`config.mk`:
```
export PLATFORM = sky130hd
export DESIGN_NAME = arp_responder_with_cache_core_flat
export DESIGN_NICKNAME = d
export VERILOG_FILES = /design/src/hw/rtl/arp_pkg.sv /design/src/hw/rtl/arp_if.sv /design/src/hw/rtl/arp_front.sv /design/src/hw/rtl/arp_queue.sv /design/src/hw/rtl/arp_back.sv /design/src/hw/rtl/arp_responder_with_cache_core.sv /design/src/flat_wrapper.sv
export SDC_FILE = /design/constraint.sdc
export NUM_CORES = 2
export LEC_CHECK = 0
export BUFFER_PORTS_ARGS = -buffer_cell sky130_fd_sc_hd__buf_2
export CORE_AREA = 2 2 429 431
export DETAILED_ROUTE_END_ITERATION = 8
export DIE_AREA = 0 0 431 433
export PLACE_DENSITY = 0.65
export SLEW_MARGIN = 20
export SYNTH_ARGS = -nofsm -noshare
export SYNTH_HDL_FRONTEND = slang
export SYNTH_SLANG_ARGS = --single-unit
```
`constraint.sdc`:
```
create_clock -name clk -period 14.91 [get_ports clk]
set_clock_uncertainty 0.05 [all_clocks]
set_input_delay 1.491 -clock clk [delete_from_list [all_inputs] [get_ports clk]]
set_output_delay 1.491 -clock clk [all_outputs]
set_load 0.02 [all_outputs]
```
`src/hw/rtl/arp_pkg.sv`:
```
// ----------------------------------------------------------------------------
// ARP responder package
// Shared types and constants for the ARP responder with address cache.
// ----------------------------------------------------------------------------
package arp_pkg;

  localparam logic [1:0] MODE_BYTE   = 2'd0;
  localparam logic [1:0] MODE_LOOKUP = 2'd1;
  localparam logic [1:0] MODE_SEND   = 2'd2;

  localparam logic [1:0] KIND_REPLY  = 2'd0;
  localparam logic [1:0] KIND_REQ    = 2'd1;
  localparam logic [1:0] KIND_ANSWER = 2'd2;

  localparam logic [1:0] REG_OWN_IP  = 2'd0;
  localparam logic [1:0] REG_OWN_MAC = 2'd1;
  localparam logic [1:0] REG_TX_EN   = 2'd2;

  localparam logic [4:0]  PKT_LEN = 5'd28;
  localparam logic [47:0] HDR_OK  = 48'h000108000604;

  typedef struct packed {
    logic [1:0] mode;
    logic [7:0] data_byte;
    logic       last_byte;
    logic [31:0] query_ip;
  } in_item_t;

  typedef struct packed {
    logic [1:0]  kind;
    logic [7:0]  out_byte;
    logic        out_last;
    logic [47:0] answer_mac;
    logic        answer_hit;
  } out_item_t;

  // Job handed from the front to the back.
  typedef enum logic [1:0] {
    JOB_REPLY,
    JOB_REQUEST,
    JOB_ANSWER
  } job_kind_t;

  typedef struct packed {
    job_kind_t   jkind;
    logic [47:0] tmac;
    logic [31:0] tip;
    logic [47:0] amac;
    logic        ahit;
  } job_t;

endpackage

```
`src/hw/rtl/arp_if.sv`:
```
// ----------------------------------------------------------------------------
// ARP stream interface
// Valid/ready channel carrying one payload of type T.
// ----------------------------------------------------------------------------
interface arp_if #(parameter type T = logic) (input logic clk);
  logic valid;
  logic ready;
  T     data;
  modport source (output valid, output data, input ready);
  modport sink (input valid, input data, output ready);
endinterface

```
`src/hw/rtl/arp_front.sv`:
```
// ----------------------------------------------------------------------------
// ARP front end
// Parses received bytes, maintains the cache and issues jobs to the back end.
// ----------------------------------------------------------------------------
module arp_front #(
  parameter int CACHE_ENTRIES = 16
) (
  input  logic              clk,
  input  logic              rst,
  input  logic              in_valid,
  output logic              in_ready,
  input  arp_pkg::in_item_t in_data,
  input  logic [31:0]       own_ip,
  input  logic              transmit_enable,
  output logic              job_valid,
  input  logic              job_full,
  output arp_pkg::job_t     job
);

  localparam int IW = (CACHE_ENTRIES > 1) ? $clog2(CACHE_ENTRIES) : 1;

  logic [4:0]  byte_position;
  logic [63:0] header_words;
  logic [47:0] sender_mac_held;
  logic [31:0] sender_ip_held;
  logic [31:0] target_ip_held;
  logic [31:0] cache_ip  [CACHE_ENTRIES];
  logic [47:0] cache_mac [CACHE_ENTRIES];
  logic [CACHE_ENTRIES-1:0] cache_valid;
  logic [IW-1:0] victim_pointer;

  logic          acc;
  logic [31:0]   sip;
  logic [31:0]   sr_ip;
  logic          hit;
  logic [IW-1:0] hit_idx;
  logic          pkt_done;
  logic [IW-1:0] wr_idx;
  logic [63:0]   hdr_now;
  logic [31:0]   tip_now;

  // Accept only when the queue has room for a possible job.
  assign in_ready = !job_full;
  assign acc = in_valid && in_ready;

  // Values as of the 28th byte; the target IP includes the current byte.
  assign sip = sender_ip_held;
  assign hdr_now = header_words;
  assign tip_now = {target_ip_held[23:0], in_data.data_byte};
  assign pkt_done = in_data.mode == arp_pkg::MODE_BYTE &&
                    byte_position == arp_pkg::PKT_LEN - 5'd1 &&
                    hdr_now[63:16] == arp_pkg::HDR_OK;

  // Parallel cache search.
  assign sr_ip = (in_data.mode == arp_pkg::MODE_BYTE) ? sip : in_data.query_ip;
  always_comb begin
    hit = 1'b0;
    hit_idx = '0;
    for (int i = CACHE_ENTRIES - 1; i >= 0; i--) begin
      if (cache_valid[i] && cache_ip[i] == sr_ip) begin
        hit = 1'b1;
        hit_idx = IW'(i);
      end
    end
  end
  assign wr_idx = hit ? hit_idx : victim_pointer;

  // Parser and cache state.
  always_ff @(posedge clk) begin
    if (rst) begin
      byte_position <= '0;
      header_words <= '0;
      sender_mac_held <= '0;
      sender_ip_held <= '0;
      target_ip_held <= '0;
      cache_valid <= '0;
      victim_pointer <= '0;
    end else if (acc && in_data.mode == arp_pkg::MODE_BYTE) begin
      if (byte_position < 5'd8) begin
        header_words <= {header_words[55:0], in_data.data_byte};
      end else if (byte_position < 5'd14) begin
        sender_mac_held <= {sender_mac_held[39:0], in_data.data_byte};
      end else if (byte_position < 5'd18) begin
        sender_ip_held <= {sender_ip_held[23:0], in_data.data_byte};
      end else if (byte_position >= 5'd24 && byte_position < arp_pkg::PKT_LEN) begin
        target_ip_held <= tip_now;
      end
      if (in_data.last_byte) begin
        byte_position <= '0;
      end else if (byte_position < arp_pkg::PKT_LEN) begin
        byte_position <= byte_position + 5'd1;
      end
      if (pkt_done) begin
        cache_valid[wr_idx] <= 1'b1;
        if (!hit) begin
          victim_pointer <= (32'(victim_pointer) == CACHE_ENTRIES - 1) ? '0
                            : victim_pointer + IW'(1);
        end
      end
    end
  end

  // Cache payload stores.
  always_ff @(posedge clk) begin
    if (acc && pkt_done) begin
      cache_ip[wr_idx] <= sip;
      cache_mac[wr_idx] <= sender_mac_held;
    end
  end

  // Job issue.
  always_comb begin
    job_valid = 1'b0;
    job = '0;
    job.tmac = sender_mac_held;
    job.tip = in_data.mode == arp_pkg::MODE_BYTE ? sip : in_data.query_ip;
    job.amac = hit ? cache_mac[hit_idx] : '0;
    job.ahit = hit;
    case (in_data.mode)
      arp_pkg::MODE_BYTE: begin
        job.jkind = arp_pkg::JOB_REPLY;
        job_valid = acc && pkt_done && hdr_now[15:0] == 16'd1 &&
                    tip_now == own_ip && transmit_enable;
      end
      arp_pkg::MODE_LOOKUP: begin
        job.jkind = arp_pkg::JOB_ANSWER;
        job_valid = acc;
      end
      arp_pkg::MODE_SEND: begin
        // An outgoing request leaves the target MAC unknown.
        job.jkind = arp_pkg::JOB_REQUEST;
        job.tmac = '0;
        job_valid = acc && transmit_enable;
      end
      default: begin
        job.jkind = arp_pkg::JOB_ANSWER;
      end
    endcase
  end

endmodule

```
`src/hw/rtl/arp_queue.sv`:
```
// ----------------------------------------------------------------------------
// ARP job queue
// Small register FIFO between the front and back ends.
// ----------------------------------------------------------------------------
module arp_queue #(
  parameter int DEPTH = 4
) (
  input  logic          clk,
  input  logic          rst,
  input  logic          push,
  input  arp_pkg::job_t push_data,
  output logic          full,
  output logic          not_empty,
  input  logic          pop,
  output arp_pkg::job_t head
);

  localparam int AW = $clog2(DEPTH);

  arp_pkg::job_t mem [DEPTH];
  logic [AW-1:0] wr_ptr;
  logic [AW-1:0] rd_ptr;
  logic [AW:0]   count;

  assign full = count == (AW+1)'(DEPTH);
  assign not_empty = count != '0;
  assign head = mem[rd_ptr];

  // Pointers and fill level.
  always_ff @(posedge clk) begin
    if (rst) begin
      wr_ptr <= '0;
      rd_ptr <= '0;
      count <= '0;
    end else begin
      if (push) begin
        wr_ptr <= wr_ptr + AW'(1);
      end
      if (pop) begin
        rd_ptr <= rd_ptr + AW'(1);
      end
      count <= count + (AW+1)'(push) - (AW+1)'(pop);
    end
  end

  // Storage.
  always_ff @(posedge clk) begin
    if (push) begin
      mem[wr_ptr] <= push_data;
    end
  end

endmodule

```
`src/hw/rtl/arp_back.sv`:
```
// ----------------------------------------------------------------------------
// ARP back end
// Serializes jobs into reply, request and lookup answer results.
// ----------------------------------------------------------------------------
module arp_back (
  input  logic               clk,
  input  logic               rst,
  input  logic               job_valid,
  output logic               job_pop,
  input  arp_pkg::job_t      job,
  input  logic [31:0]        own_ip,
  input  logic [47:0]        own_mac,
  output logic               out_valid,
  input  logic               out_ready,
  output arp_pkg::out_item_t out_data
);

  logic [4:0]  idx;
  logic [7:0]  pbyte;
  logic [63:0] hdr;
  logic        is_ans;

  assign is_ans = job.jkind == arp_pkg::JOB_ANSWER;
  assign hdr = {arp_pkg::HDR_OK,
                (job.jkind == arp_pkg::JOB_REPLY) ? 16'd2 : 16'd1};

  // Byte at the current index of the outgoing payload.
  always_comb begin
    pbyte = 8'd0;
    if (idx < 5'd8) begin
      pbyte = hdr[8'd63 - {idx[2:0], 3'd0} -: 8];
    end else if (idx < 5'd14) begin
      pbyte = own_mac[8'd47 - 8'({idx - 5'd8, 3'd0}) -: 8];
    end else if (idx < 5'd18) begin
      pbyte = own_ip[8'd31 - 8'({idx - 5'd14, 3'd0}) -: 8];
    end else if (idx < 5'd24) begin
      pbyte = job.tmac[8'd47 - 8'({idx - 5'd18, 3'd0}) -: 8];
    end else begin
      pbyte = job.tip[8'd31 - 8'({idx - 5'd24, 3'd0}) -: 8];
    end
  end

  // Result drive from the queue head.
  assign out_valid = job_valid;
  always_comb begin
    out_data = '0;
    if (is_ans) begin
      out_data.kind = arp_pkg::KIND_ANSWER;
      out_data.out_last = 1'b1;
      out_data.answer_mac = job.amac;
      out_data.answer_hit = job.ahit;
    end else begin
      out_data.kind = (job.jkind == arp_pkg::JOB_REPLY) ? arp_pkg::KIND_REPLY
                      : arp_pkg::KIND_REQ;
      out_data.out_byte = pbyte;
      out_data.out_last = idx == arp_pkg::PKT_LEN - 5'd1;
    end
  end
  assign job_pop = job_valid && out_ready && out_data.out_last;

  // Byte counter.
  always_ff @(posedge clk) begin
    if (rst) begin
      idx <= '0;
    end else if (job_valid && out_ready) begin
      idx <= out_data.out_last ? 5'd0 : idx + 5'd1;
    end
  end

endmodule

```
`src/hw/rtl/arp_responder_with_cache_core.sv`:
```
// ----------------------------------------------------------------------------
// ARP responder with address cache
// Top level: front parser and cache, job queue, and payload serializer.
// ----------------------------------------------------------------------------
// Usage:
//   in_ch carries one request per cycle unless stalled: a received ARP byte, a
//   cache lookup or a send command. out_ch carries results: 28 reply or request
//   payload bytes with out_last on the final one, or a single lookup answer.
//   The user must write configuration (own_ip, own_mac, transmit_enable)
//   through cfg_we/cfg_index/cfg_data while the block is idle; not enforced.
//   The front end takes one request per cycle while the queue is not full; the
//   cache search is a parallel compare over CACHE_ENTRIES entries in that cycle.
//   A lookup answer is stored in the queue and driven from its head; a reply or
//   request payload leaves one byte per cycle while out_ready is high.
//   Jobs wait in a four-entry queue; the input stalls only while it is full,
//   so a stalled receiver eventually holds back the input.
//   Reset clears the parser, the cache valid bits, the victim pointer, the
//   queue and the configuration registers.
// ----------------------------------------------------------------------------
module arp_responder_with_cache_core #(
  parameter int CACHE_ENTRIES = 16
) (
  input logic        clk,
  input logic        rst,
  arp_if.sink        in_ch,
  arp_if.source      out_ch,
  input logic        cfg_we,
  input logic [1:0]  cfg_index,
  input logic [47:0] cfg_data
);

  logic [31:0]   own_ip;
  logic [47:0]   own_mac;
  logic          transmit_enable;
  logic          push;
  logic          full;
  logic          not_empty;
  logic          pop;
  arp_pkg::job_t push_job;
  arp_pkg::job_t head;

  // Configuration registers.
  always_ff @(posedge clk) begin
    if (rst) begin
      own_ip <= '0;
      own_mac <= '0;
      transmit_enable <= 1'b0;
    end else if (cfg_we) begin
      case (cfg_index)
        arp_pkg::REG_OWN_IP:  own_ip <= cfg_data[31:0];
        arp_pkg::REG_OWN_MAC: own_mac <= cfg_data;
        arp_pkg::REG_TX_EN:   transmit_enable <= cfg_data[0];
        default: ;
      endcase
    end
  end

  arp_front #(.CACHE_ENTRIES(CACHE_ENTRIES)) u_front (
    .clk(clk), .rst(rst),
    .in_valid(in_ch.valid), .in_ready(in_ch.ready), .in_data(in_ch.data),
    .own_ip(own_ip), .transmit_enable(transmit_enable),
    .job_valid(push), .job_full(full), .job(push_job)
  );

  arp_queue #(.DEPTH(4)) u_queue (
    .clk(clk), .rst(rst), .push(push), .push_data(push_job), .full(full),
    .not_empty(not_empty), .pop(pop), .head(head)
  );

  arp_back u_back (
    .clk(clk), .rst(rst), .job_valid(not_empty), .job_pop(pop), .job(head),
    .own_ip(own_ip), .own_mac(own_mac),
    .out_valid(out_ch.valid), .out_ready(out_ch.ready), .out_data(out_ch.data)
  );

endmodule

```
`src/flat_wrapper.sv`:
```
// flat-port wrapper written by rule: the top's interface ports become plain ports
module arp_responder_with_cache_core_flat 
#(
  parameter int CACHE_ENTRIES = 16
)
  (clk, rst, cfg_we, cfg_index, cfg_data, in_ch_valid, in_ch_data, in_ch_ready, out_ch_valid, out_ch_data, out_ch_ready);
  arp_if #(.T(arp_pkg::in_item_t)) in_ch_i (.clk(clk));
  arp_if #(.T(arp_pkg::out_item_t)) out_ch_i (.clk(clk));
  input logic clk;
  input logic rst;
  input logic cfg_we;
  input logic [1:0] cfg_index;
  input logic [47:0] cfg_data;
  input wire logic [$bits(in_ch_i.valid)-1:0] in_ch_valid;
  input wire logic [$bits(in_ch_i.data)-1:0] in_ch_data;
  output wire logic [$bits(in_ch_i.ready)-1:0] in_ch_ready;
  output wire logic [$bits(out_ch_i.valid)-1:0] out_ch_valid;
  output wire logic [$bits(out_ch_i.data)-1:0] out_ch_data;
  input wire logic [$bits(out_ch_i.ready)-1:0] out_ch_ready;
  assign in_ch_i.valid = in_ch_valid;
  assign in_ch_i.data = in_ch_data;
  assign in_ch_ready = in_ch_i.ready;
  assign out_ch_valid = out_ch_i.valid;
  assign out_ch_data = out_ch_i.data;
  assign out_ch_i.ready = out_ch_ready;
  arp_responder_with_cache_core #(.CACHE_ENTRIES(CACHE_ENTRIES)) u_core (.clk(clk), .rst(rst), .in_ch(in_ch_i), .out_ch(out_ch_i), .cfg_we(cfg_we), .cfg_index(cfg_index), .cfg_data(cfg_data));
endmodule
```
==> impl_results.md <==
* Vias/cell at 6.570
* # nets final at 6930
* Power Total at 12550 µW
* Yosys warns at 0
* Initial antenna violation count at 37
* Die ar. at 186600 µm²
* Worst path slowest cell: buf_4
* Final cell count without fillers at 9392
* Synth Net Count at 6789
* EDFF count, synth at 1804
* Clk pin slew, worst setup/hold paths at 60 ps
* TritonCTS clock tree: done
* Placer Congestion at 1.021
* I/O pins at 160
* Final worst slack at 5459 ps
* Status: finished, final reports clean
* Final total negative setup slack at 0 ps
* # DRC at 0
* Gr usage total at 33.22%
* Most frequent cells in the layout: edfxtp_1, nand2_1, a21oi_1, dfxtp_1, nor4_1
* Lkg Pwr at ~0.036 µW
* Setup Fix Bufs, Post-CTS at 0
* Root Driver: clkbuf_16
* Critical path data required time at approximately 15000 ps
* Critical Path Most Common Cell: buf_4
* DP Worst Slack at 4789 ps
* Layout area overhead at 12.05%
* Worst min path class: flip-flop to flip-flop
* Worst slew pin tran at 1240 ps
* Avg Cell Area, Syn at 13.57 µm²
* Number of CTS-inserted buffers at around 210
* Max Buffers Root-to-Sink at 3
* RSZ-0062 raised after global routing: false
* Synth cell types at roughly 110
* Final min period at 9451 ps
* Post-route ant nets at 0
* Hpwl dp at between 200000 and 250000 µm
* Number of port buffers at 159
* Layout cell share with drive strength beyond 1 at 14.37%
* Synth Flop Type: edfxtp_1
* Die X-Extent at 431 µm
* Vias in the first global route at 58190
* Final worst-path cycle share at approximately 63%
* Largest net degree at the start of global routing at 169
* Mapped Cells at ~6700
* Pwr Density at 123.9 nW/µm²
* DRT Wirelength at 314100 µm
* Die Ht at 433 µm
* Ys async rst share at 0%
* Most common cell after layout, fill and taps aside: edfxtp_1
* Clock Sinks at ~2100
* Part of the Yosys area used for sequential elements at 66.25%
* Critical Path Start Type: primary input
* # setup viols final at 0
* #FFs+latches synth at 2092
* Max Clock Freq at 0.1058 GHz
* First-pass GRT wire length at between 400000 and 500000 µm
* Hold Vio Cnt, Final at 0
* Max-cap violations at 0
* CP Data Arrival Time at 9860 ps
* # resized after CTS at 0
* Htree depth at 4
* Final max-slew violation count at 0
* Mapped Area at a little over 90000 µm²
* Dpl cells at 8978
* Setup crit end kind: flip-flop
* Post-CTS Hold Buffers at 0
* Worst-Skew Late Latency at 880 ps
* Crit-path cells: buf_4 > buf_4 > or3b_1 > buf_4 > and2_1 > inv_1 > xnor2_1 > or3b_1 > nor4b_1 > nand4_1 > or4_1 > a21oi_1 > a41o_4 > buf_4 > a2bb2oi_1 > nor2_4 > buf_4
* Type of the worst setup path: primary input to flip-flop
* DR vias at 61710
* Core box area at about 180000 µm²
* Total grt overflow at 0
* Crit path max fanout at between 60 and 70
* Critical Path Max Stage Delay at 840 ps
* Drt pass-1 iters at 6
* Routed length per instance at between 30 and 40 µm
* Core Rows at between 150 and 200
* Max_slew headroom at about 17%
* Peak VDD IR at 0.09818 mV
* Hold_ws at 402.0 ps
* Drt initial violations at 9557
* Initial core utilization at 49.68%
==> logic make-up after synthesis <==
kind of cell / after synthesis / synth area share, %
buffers and inverters: 552 / 2.671
DFF: 2092 / 66.25
and+or+nand+nor: 2072 / 12.27
adders and majority gates: 24 / 0.3402
xor gates and xnor gates: 294 / 2.855
muxes: 429 / 7.070
AOI/OAI and AO/OA: 1204 / 8.539
==> path summary, 6_finish.rpt <==
path	startpoint	end	slack (ps)	cells after the start
worst max register to register	u_core.u_front.sender_ip_held[27]	u_core.u_front.cache_ip[11][7]	6550	16
worst min register to register	u_core.own_mac[5]	u_core.own_mac[5]	400	2
worst min-delay path	u_core.own_mac[5]	u_core.own_mac[5]	400	2
worst max-delay path	in_ch_data[41]	u_core.u_front.cache_ip[11][7]	5460	17
==> per-layer routing <==
metal / track usage (%) / share of wire, %
met1: 47.05 / 40
met2: 49.45 / 44
met3: 7.178 / 11
met4: 14.74 / 5.0
met5: 0 / 0.039
==> registers in the layout (all words and copies together), names as in the netlist, 32 cells and up, named ones only <==
| signal | cells |
|---|---|
| u_core.u_front.cache_mac | 768 |
| u_core.u_queue.mem | 524 |
| u_core.u_front.cache_ip | 512 |
| u_core.u_front.hdr_now | 64 |
| u_core.own_mac | 48 |
| u_core.u_front.sender_mac_held | 48 |
| u_core.own_ip | 32 |
| u_core.u_front.sender_ip_held | 32 |
==> power breakdown <==
part	switching (µW)	leakage, µW	internal (µW)	total, µW
clock	2330	0.00348	3150	5480
combinational	492	0.0108	248	740
sequential	24.3	0.0214	6310	6340
==> area by class of cell <==
type | count | area [µm²]
Clock buffer | 300 | 5881
Timing Repair Buffer | 346 | 2262
Antenna cell | 15 | 37.54
Tap cell | 2385 | 2984
Fill cell | 14600 | 80730
Sequential cell | 2092 | 59960
Multi-Input combinational cell | 4023 | 28440
Inverter | 133 | 501.7
Clock inverter | 98 | 1310
==> per-stage QoR <==
step	area (µm²)	utilization (%)
after floorplan	90470	-
after global placement	94080	51.66
after detailed placement	94090	51.67
after CTS	101300	55.62
after global routing	101300	55.65
final	101400	55.67
==> cells in the mapped netlist, drive strengths merged, types with 50 or more instances <==
cell type | count | area (µm²)
nor4 | 221 | 1414
nand2b | 61 | 381.6
a21o | 50 | 375.4
xnor2 | 201 | 1768
clkbuf | 275 | 1032
a31oi | 56 | 350.3
nand4 | 110 | 688.2
nor3 | 61 | 320.3
o221ai | 55 | 481.7
and2 | 140 | 878.4
o21ai | 124 | 643.1
nand2 | 713 | 2676
buf | 144 | 884.6
nor2 | 173 | 676.9
edfxtp | 1804 | 54170
a21oi | 518 | 2600
mux2 | 70 | 788.3
nor2b | 60 | 375.4
xor2 | 93 | 814.5
mux2i | 198 | 1982
nand3 | 99 | 495.5
a211oi | 56 | 430.4
and3 | 204 | 1276
o22ai | 56 | 350.3
a22oi | 52 | 390.4
dfxtp | 288 | 5766
inv | 132 | 495.5
mux4 | 161 | 3626
==> critical path, delay by kind of cell <==
kind / cells / cell delay (ps)
xor+xnor: 1 / 360
simple gates: 7 / 2950
buf+inv: 6 / 3380
compound gates: 3 / 1250
Power figures use the tool's default switching activity.
